### config.mk
export PLATFORM = sky130hd
export DESIGN_NAME = pan_tilt_servo_tracker
export DESIGN_NICKNAME = d
export VERILOG_FILES = /design/src/rtl/pts_pkg.sv /design/src/rtl/pts_front.sv /design/src/rtl/pts_queue.sv /design/src/rtl/pts_back.sv /design/src/rtl/pan_tilt_servo_tracker.sv
export SDC_FILE = /design/constraint.sdc
export NUM_CORES = 2
export LEC_CHECK = 0
export ABC_CLOCK_PERIOD_IN_PS = 8500
export BUFFER_PORTS_ARGS = -buffer_cell sky130_fd_sc_hd__buf_2
export CAP_MARGIN = 20
export CELL_PAD_IN_SITES_DETAIL_PLACEMENT = 1
export CELL_PAD_IN_SITES_GLOBAL_PLACEMENT = 2
export CORE_UTILIZATION = 25
export DETAILED_ROUTE_END_ITERATION = 7
export GPL_TIMING_DRIVEN = 0
export PLACE_DENSITY_LB_ADDON = 0.1
export SETUP_SLACK_MARGIN = 0.3
export SYNTH_ARGS = -nofsm -noshare
export SYNTH_HDL_FRONTEND = slang
export SYNTH_HIERARCHICAL = 1
export SYNTH_SLANG_ARGS = --single-unit
export TNS_END_PERCENT = 50
### constraint.sdc
create_clock -name clk -period 8.5 [get_ports clk]
set_input_delay 0 -clock clk [delete_from_list [all_inputs] [get_ports clk]]
set_output_delay 0 -clock clk [all_outputs]
set_load 0.01 [all_outputs]
### src/rtl/pts_pkg.sv
// Shared types and constants of the pan/tilt servo tracker.
package pts_pkg;

  typedef enum logic [2:0] {
    KIND_POS    = 3'd0,
    KIND_SPEED  = 3'd1,
    KIND_ACCEL  = 3'd2,
    KIND_QUERY  = 3'd3,
    KIND_TOGGLE = 3'd4,
    KIND_ACK    = 3'd5,
    KIND_EVENT  = 3'd6
  } kind_t;

  localparam logic       FUNC_EVENT  = 1'b1;
  localparam logic [7:0] CMD_POS     = 8'd0;
  localparam logic [7:0] CMD_SPEED   = 8'd1;
  localparam logic [7:0] CMD_ACCEL   = 8'd2;
  localparam logic [7:0] CMD_QUERY   = 8'd3;
  localparam logic [7:0] CMD_TOGGLE  = 8'd4;

  localparam logic [7:0] OP_MULTI    = 8'h9F;
  localparam logic [7:0] OP_SPEED    = 8'h87;
  localparam logic [7:0] OP_ACCEL    = 8'h89;
  localparam logic [7:0] OP_QUERY    = 8'h90;
  localparam logic [7:0] MULTI_COUNT = 8'd2;

  localparam logic PORT_SERVO = 1'b0;
  localparam logic PORT_HOST  = 1'b1;

  localparam logic [2:0] REG_PAN_MIN       = 3'd0;
  localparam logic [2:0] REG_PAN_MAX       = 3'd1;
  localparam logic [2:0] REG_TILT_MIN      = 3'd2;
  localparam logic [2:0] REG_TILT_MAX      = 3'd3;
  localparam logic [2:0] REG_CENTER_X      = 3'd4;
  localparam logic [2:0] REG_CENTER_Y      = 3'd5;
  localparam logic [2:0] REG_FIRST_CHANNEL = 3'd6;

  localparam logic [15:0] PAN_MIN_RESET   = 16'd3696;
  localparam logic [15:0] PAN_MAX_RESET   = 16'd7232;
  localparam logic [15:0] TILT_MIN_RESET  = 16'd3640;
  localparam logic [15:0] TILT_MAX_RESET  = 16'd7200;
  localparam logic [11:0] CENTER_X_RESET  = 12'd640;
  localparam logic [11:0] CENTER_Y_RESET  = 12'd360;
  localparam logic [6:0]  CHANNEL_RESET   = 7'd10;
  localparam logic [15:0] POS_RESET       = 16'd6000;

  // gains 175/576 and 125/324; 576 = 64*9, 324 = 4*81
  localparam logic [7:0]  PAN_NUM    = 8'd175;
  localparam logic [7:0]  TILT_NUM   = 8'd125;
  localparam logic [16:0] PAN_RECIP  = 17'd116509;   // ceil(2^20 / 9)
  localparam logic [20:0] TILT_RECIP = 21'd1657009;  // ceil(2^27 / 81)

  typedef struct packed {
    logic [15:0] pan_min;
    logic [15:0] pan_max;
    logic [15:0] tilt_min;
    logic [15:0] tilt_max;
    logic [11:0] center_x;
    logic [11:0] center_y;
    logic [6:0]  first_channel;
  } cfg_t;

  // pan_f / tilt_f: floor of the scaled offset; *_inex: division not exact
  typedef struct packed {
    kind_t              kind;
    logic [15:0]        v1;
    logic [15:0]        v2;
    logic signed [15:0] pan_f;
    logic               pan_inex;
    logic signed [15:0] tilt_f;
    logic               tilt_inex;
  } entry_t;

  function automatic logic [7:0] ack_byte(input logic [2:0] i);
    logic [7:0] b;
    unique case (i)
      3'd0:    b = 8'h57;
      3'd1:    b = 8'h6F;
      3'd2:    b = 8'h72;
      3'd3:    b = 8'h6B;
      3'd4:    b = 8'h73;
      3'd5:    b = 8'h0A;
      default: b = 8'h0D;
    endcase
    return b;
  endfunction

endpackage

### src/rtl/pts_front.sv
// Front end: takes input beats, classifies them, scales target offsets.
module pts_front (
  input  logic               clk,
  input  logic               rst,
  input  pts_pkg::cfg_t      cfg,
  input  logic               push,
  output logic               full,
  input  logic               func,
  input  logic [7:0]         command_code,
  input  logic [15:0]        first_value,
  input  logic [15:0]        second_value,
  input  logic signed [15:0] target_x,
  input  logic signed [15:0] target_y,
  output logic               q_push,
  output pts_pkg::entry_t    q_data,
  input  logic               q_full
);

  logic adv1, adv2, adv3, take;
  logic s1_valid, s2_valid, s3_valid;

  pts_pkg::kind_t     kind_in;
  logic signed [16:0] dx_in, dy_in;

  pts_pkg::kind_t     s1_kind, s2_kind, s3_kind;
  logic [15:0]        s1_v1, s1_v2, s2_v1, s2_v2, s3_v1, s3_v2;
  logic signed [16:0] s1_dx, s1_dy;

  logic [15:0] pabs, tabs;
  logic [23:0] pprod, tprod;
  logic        s2_pneg, s2_tneg;
  logic [22:0] s2_pmag, s2_tmag;

  logic [33:0] pq_prod;
  logic [41:0] tq_prod;
  logic        s3_pneg, s3_tneg, s3_plow, s3_tlow;
  logic [13:0] s3_pq, s3_tq;
  logic [16:0] s3_pn;
  logic [20:0] s3_tn;

  logic [16:0] pq_x9;
  logic [20:0] tq_x81;
  logic        pinex, tinex;
  logic [15:0] pq_up, tq_up;

  assign adv3   = !s3_valid || !q_full;
  assign adv2   = !s2_valid || adv3;
  assign adv1   = !s1_valid || adv2;
  assign full   = !adv1;
  assign take   = push && adv1;
  assign q_push = s3_valid && !q_full;

  always_comb begin
    if (func == pts_pkg::FUNC_EVENT) begin
      kind_in = pts_pkg::KIND_EVENT;
    end else begin
      unique case (command_code)
        pts_pkg::CMD_POS:    kind_in = pts_pkg::KIND_POS;
        pts_pkg::CMD_SPEED:  kind_in = pts_pkg::KIND_SPEED;
        pts_pkg::CMD_ACCEL:  kind_in = pts_pkg::KIND_ACCEL;
        pts_pkg::CMD_QUERY:  kind_in = pts_pkg::KIND_QUERY;
        pts_pkg::CMD_TOGGLE: kind_in = pts_pkg::KIND_TOGGLE;
        default:             kind_in = pts_pkg::KIND_ACK;
      endcase
    end
    dx_in = $signed({5'd0, cfg.center_x}) - $signed({target_x[15], target_x});
    dy_in = $signed({5'd0, cfg.center_y}) - $signed({target_y[15], target_y});
  end

  always_comb begin
    pabs  = s1_dx[16] ? 16'(-s1_dx) : s1_dx[15:0];
    tabs  = s1_dy[16] ? 16'(-s1_dy) : s1_dy[15:0];
    pprod = {8'd0, pabs} * {16'd0, pts_pkg::PAN_NUM};
    tprod = {8'd0, tabs} * {16'd0, pts_pkg::TILT_NUM};
  end

  always_comb begin
    pq_prod = {17'd0, s2_pmag[22:6]} * {17'd0, pts_pkg::PAN_RECIP};
    tq_prod = {21'd0, s2_tmag[22:2]} * {21'd0, pts_pkg::TILT_RECIP};
  end

  always_comb begin
    pq_x9  = {s3_pq, 3'd0} + {3'd0, s3_pq};
    tq_x81 = {1'b0, s3_tq, 6'd0} + {3'd0, s3_tq, 4'd0} + {7'd0, s3_tq};
    pinex  = s3_plow || (pq_x9 != s3_pn);
    tinex  = s3_tlow || (tq_x81 != s3_tn);
    pq_up  = {2'd0, s3_pq} + {15'd0, pinex};
    tq_up  = {2'd0, s3_tq} + {15'd0, tinex};
    q_data.kind      = s3_kind;
    q_data.v1        = s3_v1;
    q_data.v2        = s3_v2;
    q_data.pan_f     = s3_pneg ? $signed(16'd0 - pq_up) : $signed({2'd0, s3_pq});
    q_data.pan_inex  = pinex;
    q_data.tilt_f    = s3_tneg ? $signed(16'd0 - tq_up) : $signed({2'd0, s3_tq});
    q_data.tilt_inex = tinex;
  end

  always_ff @(posedge clk) begin
    if (rst) begin
      s1_valid <= 1'b0;
      s2_valid <= 1'b0;
      s3_valid <= 1'b0;
    end else begin
      if (adv1) s1_valid <= take;
      if (adv2) s2_valid <= s1_valid;
      if (adv3) s3_valid <= s2_valid;
    end
  end

  always_ff @(posedge clk) begin
    if (take) begin
      s1_kind <= kind_in;
      s1_v1   <= first_value;
      s1_v2   <= second_value;
      s1_dx   <= dx_in;
      s1_dy   <= dy_in;
    end
    if (adv2) begin
      s2_kind <= s1_kind;
      s2_v1   <= s1_v1;
      s2_v2   <= s1_v2;
      s2_pneg <= s1_dx[16];
      s2_tneg <= s1_dy[16];
      s2_pmag <= pprod[22:0];
      s2_tmag <= tprod[22:0];
    end
    if (adv3) begin
      s3_kind <= s2_kind;
      s3_v1   <= s2_v1;
      s3_v2   <= s2_v2;
      s3_pneg <= s2_pneg;
      s3_tneg <= s2_tneg;
      s3_plow <= |s2_pmag[5:0];
      s3_tlow <= |s2_tmag[1:0];
      s3_pn   <= s2_pmag[22:6];
      s3_tn   <= s2_tmag[22:2];
      s3_pq   <= pq_prod[33:20];
      s3_tq   <= tq_prod[40:27];
    end
  end

  a_hold_stalled: assert property (@(posedge clk) disable iff (rst)
    (s3_valid && q_full) |=> (s3_valid && $stable(s3_pq) && $stable(s3_kind)))
    else $error("front end dropped a stalled entry");

  a_no_take_full: assert property (@(posedge clk) disable iff (rst)
    (s1_valid && !adv2) |=> (s1_valid && $stable(s1_dx)))
    else $error("stage one overwritten while stalled");

  a_push_order: assert property (@(posedge clk) disable iff (rst)
    (s2_valid && !s3_valid) |=> s3_valid)
    else $error("stage two did not advance into an empty stage three");

endmodule

### src/rtl/pts_queue.sv
// Short queue of classified work between the front and back ends.
module pts_queue #(
  parameter int DEPTH = 2
) (
  input  logic            clk,
  input  logic            rst,
  input  logic            push,
  input  pts_pkg::entry_t din,
  output logic            full,
  input  logic            pop,
  output pts_pkg::entry_t dout,
  output logic            empty
);

  localparam int PW = (DEPTH > 1) ? $clog2(DEPTH) : 1;
  localparam int CW = $clog2(DEPTH + 1);

  pts_pkg::entry_t slots [DEPTH];
  logic [PW-1:0]   wr_ptr, rd_ptr;
  logic [CW-1:0]   count;
  logic            do_push, do_pop;

  assign full    = (count == CW'(DEPTH));
  assign empty   = (count == '0);
  assign do_push = push && !full;
  assign do_pop  = pop && !empty;
  assign dout    = slots[rd_ptr];

  always_ff @(posedge clk) begin
    if (do_push) slots[wr_ptr] <= din;
  end

  always_ff @(posedge clk) begin
    if (rst) begin
      wr_ptr <= '0;
      rd_ptr <= '0;
      count  <= '0;
    end else begin
      if (do_push) wr_ptr <= (wr_ptr == PW'(DEPTH - 1)) ? '0 : wr_ptr + 1'b1;
      if (do_pop)  rd_ptr <= (rd_ptr == PW'(DEPTH - 1)) ? '0 : rd_ptr + 1'b1;
      if (do_push && !do_pop)      count <= count + 1'b1;
      else if (!do_push && do_pop) count <= count - 1'b1;
    end
  end

  a_count_range: assert property (@(posedge clk) disable iff (rst)
    count <= CW'(DEPTH))
    else $error("queue count beyond depth");

  a_push_grows: assert property (@(posedge clk) disable iff (rst)
    (do_push && !do_pop) |=> (count == $past(count) + 1'b1))
    else $error("queue count missed a push");

  a_pop_shrinks: assert property (@(posedge clk) disable iff (rst)
    (do_pop && !do_push) |=> (count == $past(count) - 1'b1))
    else $error("queue count missed a pop");

endmodule

### src/rtl/pts_back.sv
// Back end: axis state, tracking update and byte sequencer with output register.
module pts_back (
  input  logic            clk,
  input  logic            rst,
  input  pts_pkg::cfg_t   cfg,
  input  pts_pkg::entry_t q_dout,
  input  logic            q_empty,
  output logic            q_pop,
  output logic            empty,
  input  logic            pop,
  output logic            port,
  output logic [7:0]      out_byte,
  output logic            last_byte
);

  typedef enum logic [1:0] {
    ST_IDLE = 2'b01,
    ST_SEND = 2'b10
  } state_t;

  state_t         st;
  pts_pkg::kind_t kind_q;
  logic [15:0]    v1_q, v2_q;
  logic [15:0]    pan_pos, tilt_pos;
  logic           tracking;
  logic [3:0]     idx, total;
  logic           out_valid;

  logic           can_load;
  logic [15:0]    pan_next, tilt_next;
  logic [3:0]     slen, ack_idx;
  logic           byte_port;
  logic [7:0]     byte_val, servo_val, op, ch, ch1;

  function automatic logic [15:0] track_axis(input logic [15:0] pos,
                                             input logic signed [15:0] f,
                                             input logic inex,
                                             input logic [15:0] lo,
                                             input logic [15:0] hi);
    logic signed [18:0] a;
    logic [15:0]        r;
    a = $signed({3'd0, pos}) + $signed({{3{f[15]}}, f});
    if (a < 0) a = a + $signed({18'd0, inex});
    if (a < $signed({3'd0, lo}))      r = lo;
    else if (a > $signed({3'd0, hi})) r = hi;
    else                              r = a[15:0];
    return r;
  endfunction

  function automatic logic [3:0] servo_len(input pts_pkg::kind_t k);
    logic [3:0] n;
    unique case (k)
      pts_pkg::KIND_POS, pts_pkg::KIND_EVENT:   n = 4'd7;
      pts_pkg::KIND_SPEED, pts_pkg::KIND_ACCEL: n = 4'd8;
      pts_pkg::KIND_QUERY:                      n = 4'd4;
      default:                                  n = 4'd0;
    endcase
    return n;
  endfunction

  assign empty     = !out_valid;
  assign can_load  = !out_valid || pop;
  assign q_pop     = (st == ST_IDLE) && !q_empty;
  assign pan_next  = track_axis(pan_pos, q_dout.pan_f, q_dout.pan_inex,
                                cfg.pan_min, cfg.pan_max);
  assign tilt_next = track_axis(tilt_pos, q_dout.tilt_f, q_dout.tilt_inex,
                                cfg.tilt_min, cfg.tilt_max);

  always_comb begin
    slen    = servo_len(kind_q);
    ack_idx = idx - slen;
    ch      = {1'b0, cfg.first_channel};
    ch1     = {1'b0, cfg.first_channel + 7'd1};
    op      = (kind_q == pts_pkg::KIND_SPEED) ? pts_pkg::OP_SPEED : pts_pkg::OP_ACCEL;
    unique case (kind_q)
      pts_pkg::KIND_POS, pts_pkg::KIND_EVENT: begin
        unique case (idx[2:0])
          3'd0:    servo_val = pts_pkg::OP_MULTI;
          3'd1:    servo_val = pts_pkg::MULTI_COUNT;
          3'd2:    servo_val = ch;
          3'd3:    servo_val = {1'b0, pan_pos[6:0]};
          3'd4:    servo_val = {1'b0, pan_pos[13:7]};
          3'd5:    servo_val = {1'b0, tilt_pos[6:0]};
          default: servo_val = {1'b0, tilt_pos[13:7]};
        endcase
      end
      pts_pkg::KIND_SPEED, pts_pkg::KIND_ACCEL: begin
        unique case (idx[2:0])
          3'd0:    servo_val = op;
          3'd1:    servo_val = ch;
          3'd2:    servo_val = {1'b0, v1_q[6:0]};
          3'd3:    servo_val = {1'b0, v1_q[13:7]};
          3'd4:    servo_val = op;
          3'd5:    servo_val = ch1;
          3'd6:    servo_val = {1'b0, v2_q[6:0]};
          default: servo_val = {1'b0, v2_q[13:7]};
        endcase
      end
      pts_pkg::KIND_QUERY: begin
        unique case (idx[1:0])
          2'd0:    servo_val = pts_pkg::OP_QUERY;
          2'd1:    servo_val = ch;
          2'd2:    servo_val = pts_pkg::OP_QUERY;
          default: servo_val = ch1;
        endcase
      end
      default: servo_val = 8'd0;
    endcase
    if (idx < slen) begin
      byte_port = pts_pkg::PORT_SERVO;
      byte_val  = servo_val;
    end else begin
      byte_port = pts_pkg::PORT_HOST;
      byte_val  = pts_pkg::ack_byte(ack_idx[2:0]);
    end
  end

  always_ff @(posedge clk) begin
    if (rst) begin
      st        <= ST_IDLE;
      out_valid <= 1'b0;
      tracking  <= 1'b0;
      pan_pos   <= pts_pkg::POS_RESET;
      tilt_pos  <= pts_pkg::POS_RESET;
      idx       <= '0;
    end else begin
      if (st == ST_SEND && can_load) out_valid <= 1'b1;
      else if (pop)                  out_valid <= 1'b0;
      unique case (st)
        ST_IDLE: begin
          if (!q_empty) begin
            kind_q <= q_dout.kind;
            v1_q   <= q_dout.v1;
            v2_q   <= q_dout.v2;
            idx    <= '0;
            unique case (q_dout.kind)
              pts_pkg::KIND_POS:    total <= 4'd14;
              pts_pkg::KIND_SPEED,
              pts_pkg::KIND_ACCEL:  total <= 4'd15;
              pts_pkg::KIND_QUERY:  total <= 4'd11;
              default:              total <= 4'd7;
            endcase
            if (q_dout.kind == pts_pkg::KIND_POS) begin
              pan_pos  <= q_dout.v1;
              tilt_pos <= q_dout.v2;
            end
            if (q_dout.kind == pts_pkg::KIND_TOGGLE) tracking <= !tracking;
            if (q_dout.kind == pts_pkg::KIND_EVENT && tracking) begin
              pan_pos  <= pan_next;
              tilt_pos <= tilt_next;
            end
            if (!(q_dout.kind == pts_pkg::KIND_EVENT && !tracking)) st <= ST_SEND;
          end
        end
        ST_SEND: begin
          if (can_load) begin
            port      <= byte_port;
            out_byte  <= byte_val;
            last_byte <= (idx == total - 4'd1);
            idx       <= idx + 4'd1;
            if (idx == total - 4'd1) st <= ST_IDLE;
          end
        end
        default: st <= ST_IDLE;
      endcase
    end
  end

  a_send_fills: assert property (@(posedge clk) disable iff (rst)
    (st == ST_SEND) |=> out_valid)
    else $error("sequencer state without a byte in the output register");

  a_idx_bound: assert property (@(posedge clk) disable iff (rst)
    (st == ST_SEND) |-> (idx < total))
    else $error("byte index past frame length");

  a_pos_hold: assert property (@(posedge clk) disable iff (rst)
    (st == ST_SEND) |=> ($stable(pan_pos) && $stable(tilt_pos)))
    else $error("axis position changed while a frame is going out");

endmodule

### src/rtl/pan_tilt_servo_tracker.sv
// Top level of the pan/tilt servo tracker: config registers and block wiring.
// Input channel: push/full. A beat is either a host command (func 0) or a
// target coordinate event (func 1). Result channel: empty/pop; each beat out
// is one byte with its destination (port 0 servo link, port 1 host) and
// last_byte set on the final byte an input causes.
// Config channel: cfg_valid/cfg_ready with cfg_index and cfg_data; always
// ready; write only while no work is in flight.
// Flow: the first byte of an item reaches the result ports through the
// front stages, the queue, the back end's load and the output register.
// The front end takes one beat per cycle until its three stages and the
// queue fill; the back end takes an item only after the last byte of the
// one before and sends 7 to 15 bytes; an event with tracking off sends none.
// Reset: positions 6000, tracking off, limits, center and channel to their
// defaults; queue and output register empty.
// When pop stays low the output register holds its byte, the back end
// stops, the queue and the front stages fill and full then rises.
module pan_tilt_servo_tracker #(
  parameter int QUEUE_DEPTH = 2
) (
  input  logic               clk,
  input  logic               rst,
  input  logic               push,
  output logic               full,
  input  logic               func,
  input  logic [7:0]         command_code,
  input  logic [15:0]        first_value,
  input  logic [15:0]        second_value,
  input  logic signed [15:0] target_x,
  input  logic signed [15:0] target_y,
  output logic               empty,
  input  logic               pop,
  output logic               port,
  output logic [7:0]         out_byte,
  output logic               last_byte,
  input  logic               cfg_valid,
  output logic               cfg_ready,
  input  logic [2:0]         cfg_index,
  input  logic [15:0]        cfg_data
);

  pts_pkg::cfg_t   cfg;
  pts_pkg::entry_t q_din, q_dout;
  logic            q_push, q_full, q_pop, q_empty;

  assign cfg_ready = 1'b1;

  always_ff @(posedge clk) begin
    if (rst) begin
      cfg.pan_min       <= pts_pkg::PAN_MIN_RESET;
      cfg.pan_max       <= pts_pkg::PAN_MAX_RESET;
      cfg.tilt_min      <= pts_pkg::TILT_MIN_RESET;
      cfg.tilt_max      <= pts_pkg::TILT_MAX_RESET;
      cfg.center_x      <= pts_pkg::CENTER_X_RESET;
      cfg.center_y      <= pts_pkg::CENTER_Y_RESET;
      cfg.first_channel <= pts_pkg::CHANNEL_RESET;
    end else if (cfg_valid && cfg_ready) begin
      unique case (cfg_index)
        pts_pkg::REG_PAN_MIN:       cfg.pan_min       <= cfg_data;
        pts_pkg::REG_PAN_MAX:       cfg.pan_max       <= cfg_data;
        pts_pkg::REG_TILT_MIN:      cfg.tilt_min      <= cfg_data;
        pts_pkg::REG_TILT_MAX:      cfg.tilt_max      <= cfg_data;
        pts_pkg::REG_CENTER_X:      cfg.center_x      <= cfg_data[11:0];
        pts_pkg::REG_CENTER_Y:      cfg.center_y      <= cfg_data[11:0];
        pts_pkg::REG_FIRST_CHANNEL: cfg.first_channel <= cfg_data[6:0];
        default: ;
      endcase
    end
  end

  pts_front u_front (
    .clk          (clk),
    .rst          (rst),
    .cfg          (cfg),
    .push         (push),
    .full         (full),
    .func         (func),
    .command_code (command_code),
    .first_value  (first_value),
    .second_value (second_value),
    .target_x     (target_x),
    .target_y     (target_y),
    .q_push       (q_push),
    .q_data       (q_din),
    .q_full       (q_full)
  );

  pts_queue #(
    .DEPTH (QUEUE_DEPTH)
  ) u_queue (
    .clk   (clk),
    .rst   (rst),
    .push  (q_push),
    .din   (q_din),
    .full  (q_full),
    .pop   (q_pop),
    .dout  (q_dout),
    .empty (q_empty)
  );

  pts_back u_back (
    .clk       (clk),
    .rst       (rst),
    .cfg       (cfg),
    .q_dout    (q_dout),
    .q_empty   (q_empty),
    .q_pop     (q_pop),
    .empty     (empty),
    .pop       (pop),
    .port      (port),
    .out_byte  (out_byte),
    .last_byte (last_byte)
  );

endmodule
# After elaboration in Yosys (flattened, before gate mapping)
# Memories as Yosys holds them, arrays and structs flattened. A register that Yosys moved wholly into a read port is not among the register bits.
# Index checks and enable logic that the tools add are counted.
# totals
ff_bits	444
latchBits	0
mem_bits_rw	138
mem_bits_ro	0
output_inout_bits	13
mem_count	1
# mem_list
memory	depth	word_bits	rd	rd_clocked_by_memory_dff	wr	line_no	text
u_queue.slots	2	69	1	1	1	pts_queue.sv:18	pts_pkg::entry_t slots [DEPTH];
# classes
n_addsub	23
mul	4
div_mod_pow	0
magnitude_cmp	7
eq_ne	42
n_shift	0
mux	43
n_bitwise	2
reduce_logical	58
# op_table
operator	n
two-way mux 16 bit	12
case mux 8 bit (6 select lines)	2
case mux 7 bit (6 select lines)	1
multiplier 21 x 21 -> 41 bit, second input constant	1
adder 18 x 2 -> 19 bit	2
greater-than comparator 19 x 17 -> 1 bit	2
less-than comparator 19 x 17 -> 1 bit	2
two-way mux 19 bit	2
adder 17 x 16 -> 18 bit	2
less-than comparator 18 x 1 -> 1 bit, second input constant	2
multiplier 17 x 17 -> 34 bit, second input constant	1
subtractor 13 x 16 -> 17 bit	2
== test 3 bit, second input constant	11
negator 16 bit	2
subtractor 1 x 16 -> 16 bit, first input constant	2
adder 14 x 1 -> 15 bit	2
== test 3 x 2 -> 1 bit, second input constant	10
case mux 4 bit (3 select lines)	2
case mux 8 bit (3 select lines)	1
multiplier 16 x 7 -> 23 bit, second input constant	1
multiplier 16 x 8 -> 23 bit, second input constant	1
adder 20 x 18 -> 21 bit	1
adder 21 x 14 -> 21 bit	1
!= test 21 bit	1
40 further kinds	113

# Logic depth before layout (Yosys ltp)
# depth
depth_word	8
ltp_mapped	26
mapped_depth_nobuf	26

# Cells and area by module
# Netlist, hierarchy kept.
# by_module_without_submodules
module	instances	cells_per_inst	area_each_um2
pts_front	1	2633	28776.3
pts_back	1	1211	9820.7
pts_queue	1	240	5235.0
pan_tilt_servo_tracker	1	351	3768.6

# Worst setup path before layout
# No wires, ideal clock.
# synth_timing
path_type	flip-flop to flip-flop
start	register u_front.s1_dx[5]
end	register u_front.s2_pmag[21] (data pin)
setup_time_ps	258
arrival_ps	5797
setup_slack_ps	2445
path_stages_with_launch	20
period_less_slack_ps	6055
cell_sequence	edfxtp_1 > or4_1 > or3_1 > o41ai_1 > xnor2_1 > ha_1 > fa_1 > fa_1 > inv_1 > fa_1 > inv_1 > ha_1 > a21o_1 > a221o_1 > a21oi_1 > o21ai_0 > a2111oi_0 > o21bai_1 > a21oi_1 > xnor2_1
# synth_via
elab_chain_cells	3
# synth_rtl
item	line_no	text
start, declared	pts_front.sv:27	logic signed [16:0] s1_dx, s1_dy;
start signal, assigned	pts_front.sv:115	s1_dx <= dx_in;
negator 16 bit	pts_front.sv:71	pabs = s1_dx[16] ? 16'(-s1_dx) : s1_dx[15:0];
two-way mux 16 bit *	pts_front.sv:71	
multiplier 16 x 8 -> 23 bit *	pts_front.sv:73	pprod = {8'd0, pabs} * {16'd0, pts_pkg::PAN_NUM};
via u_front.pprod[21]	pts_front.sv:30	logic [23:0] pprod, tprod;
end signal, assigned	pts_front.sv:124	s2_pmag <= pprod[22:0];
end, declared	pts_front.sv:32	logic [22:0] s2_pmag, s2_tmag;
# The timed path passes the listed nets; every way through them passes the cells marked *.
# A chain may end at the register's enable or synchronous reset.

==> impl_results.md <==
- Status: completed
- Post-Route Setup TNS: 0 ps
- Layout Nets: 5808
- Die H: 438.4 um
- Reg clk slew, reported paths: 60 ps
- Final Cycle Share: 88.11%
- Remaining DRCs: 0
- Reg2Reg Setup Slack: 1010 ps
- Worst-margin pin slew: 923.8 ps
- Multi-input gate area: 28360 sq um
- Final hold violation count: 0
- Root Buffer Master: clkbuf_16
- Rel. slew slack: 37.61%
- Crit. End Element: flop
- Buf+Inv Stages, Crit Path: 3
- Overall via count from detail_route: 32880
- Max Slew Vio Count: 0
- Initial Util: 25.27%
- Distinct cells, synth: 108
- Yosys top cell area share: 27.69%
- CP delay by family, top: simple AND/OR/NAND/NOR gates
- Gr usage total: 15.94%
- Post-CTS Setup Inserts: 0
- Placed wire-length estimate: 125500 um
- I/O Buffers: 105
- Placed Cells: 7043
- CP Class: reg2reg
- Critical path, cell by cell: buf_6 -> buf_2 -> mux2_2 -> ha_1 -> inv_1 -> fa_1 -> nor2b_1 -> o22ai_1 -> xor2_1 -> nor4_1 -> nand4bb_1 -> nor4_1 -> xor2_1 -> ha_1 -> nor2b_1 -> o21ai_0 -> nand2b_1 -> a211o_1 -> nor4_1 -> a211oi_1 -> o22ai_2 -> nand2_1 -> o221a_2
- DR WL/cell: 20.84 um
- Fmax: 0.1335 GHz
- Clk buf depth: 3
- Vias per cell: 4.496
- Routed WL: 152400 um
- Yosys warns: 6
- RSZ-0062 raised after global routing: no
- Crit path depth: 23
- Drt pass-1 iters: 5
- EDFF count, synth: 439
- Initial antenna violation count: 16
- Crit path top cell by count: nor4_1
- Top post-synthesis cells by area: edfxtp_1, ha_1, fa_1
- CTS tree: built
- Mapped Nets: 5490
- Critical Path Max Stage Delay: 620 ps
- #FFs+latches synth: 582
- Register area share after synthesis: 33.71%
- Total gr overflow: 0
- Row count: 159
- I/O pins: 110
- CP required: 9080 ps
- Maxcap violations: 0
- Clk Latency, worst-skew pair: 700 ps
- Inserted Clock Buffers: 75
- Layout area overhead: 16.09%
- Primary FF master, synth: edfxtp_1
- RD Place Congestion: 0.8213
- Crit path to: u_back/tilt_pos[1]$_SDFFE_PP0P_
- Final std cell area, no fill: 55260 sq um
- Die Span X: 438.4 um
- Cell with the most instances after synthesis: inv_1
- Setup violators final: 0
- Crit-path max FO: 10
- Top cells by count, synth: inv_1, ha_1, edfxtp_1, fa_1, nor2_1
- H-tree Lvls: 3
- Post-synthesis async set-or-reset flop share: 0%
- Slowest CP cell: nor4_1
- Clock sink count: 582
- Largest net degree at the start of global routing: 51
- ANT nets after route: 0
- Post-Synthesis Cells: 4435
- Cell taking the most area after synthesis: edfxtp_1
- Global-route wire length before repair: 228500 um
- Placed Area: 51460 sq um
- FF/Latch Area: 16050 sq um
- DR iter-0 viols: 1262
- WP data arrival: 8070 ps
- Worst Skew: 52.51 ps
- Core ar.: 188400 sq um
- Vias in the first global route: 35290
- Post-route insts no fill: 7313
- Worst hold path type: in2reg
- Worst R2R Path Depth: 23
- R2R Path End: u_back/tilt_pos[1]$_SDFFE_PP0P_
- CP Launch Type: flop
- Min cycle time layout: 7489 ps
- Synth Cell Area: 47600 sq um
- Syn avg cell area: 10.73 sq um
- WHS Path Cells: 4
- Share of cells above drive strength 1: 8.517%
- Die Area: 192200 sq um
- Filler cell count: 21060
## final cells by class
cell class	instances	share of cell area, %
inverters	726	4.940
clock buffers	96	3.668
multi-input cells	3030	51.33
repair buffers	241	3.586
plain buffers	97	0.8898
clock inverters	42	0.8875
flip-flops and latches	582	29.04
well taps	2495	5.649
diodes	4	0.01811
## state kept, by name, indices dropped and copies added, names as in the netlist, 17 cells and up, named ones only
name and count:
u_front/s2_tmag 23, u_front/s1_dx 17, u_front/s2_pmag 23, cfg 95, u_front/s3_tn 21, u_front/s1_dy 17
u_queue/slots 138, u_front/s3_pn 17
## placed cells by master, fill, tap and decap left out, types with 14 or more instances in the layout
cell type      instances
a211o_1               16
a211oi_1              55
a21boi_0              15
a21o_1                65
a21oi_1              175
a31oi_1               14
and2_1                17
and3_1                33
buf_2                125
clkbuf_1              75
clkbuf_16             76
dfxtp_1              143
dlygate4sd3_1        126
edfxtp_1             439
fa_1                 302
ha_1                 656
inv_1                722
mux2_2                68
mux2i_1              132
nand2_1              151
nand2b_1             109
nand3_1               59
nand4_1               25
nor2_1               218
nor2b_1               34
nor3_1                70
nor4_1                19
o211ai_1              24
o21a_1                24
o21ai_0              145
o21ai_1               15
o21bai_1              22
o31ai_1               15
or3_1                 26
xnor2_1              169
xor2_1                96
## timing repair
action / 4_1_cts / 5_1_grt
endpoints found under the hold margin: 189 / 0
hold buffers: 126 / 0
resized for setup: 0 / 0
## tightest hold or removal path: stages
cell	delay, ps
buf_2	100
inv_1	140
ha_1	240
xor2_1	80
## through the flow
step / hold slack, ps / setup WS [ps] / util, %
after floorplan: 69.07 / 2445 / -
after global placement: 178.3 / 861.3 / 27.20
after detailed placement: 178.8 / 871.9 / 27.32
after CTS: 4.823 / 797.3 / 29.32
after global routing: 11.31 / 433.8 / 29.33
final: 35.38 / 1011 / 29.33
## worst min-delay path by stage
| stage | startpoint | endpoint | slack [ps] |
|---|---|---|---|
| floorplan | rst | u_queue/count[1]$_SDFFE_PP0P_ | 70 |
| global placement | first_value[4] | u_front/s1_v1[4]$_DFFE_PP_ | 180 |
| finish | target_y[6] | u_front/s1_dy[6]$_DFFE_PP_ | 40 |
| CTS | first_value[15] | u_front/s1_v1[15]$_DFFE_PP_ | 5 |
| global route | target_y[6] | u_front/s1_dy[6]$_DFFE_PP_ | 10 |
| detailed placement | second_value[7] | u_front/s1_v2[7]$_DFFE_PP_ | 180 |
## cell families (layout without fill, tap and decap cells)
kind of cell,Yosys count,after routing,share of synthesized area (%)
adders and majority gates,958,958,29.94
and+or+nand+nor,850,850,9.436
buffers and inverters,823,1202,6.758
AOI/OAI and AO/OA,745,745,10.55
DFF,582,582,33.71
xor gates and xnor gates,265,265,4.876
muxes,211,211,4.723
other,1,5,0.007878
## metal layers
layer	wire (um)	share of wire [%]	global-route usage [%]
met3	3458	2.3	1.734
met4	4229	2.8	4.297
met5	24	0.016	0
met2	72830	48	26.94
met1	71840	47	21.46
Power is not shown: default switching activity piles up to over one toggle a cycle in this logic, so the estimate is an artifact.
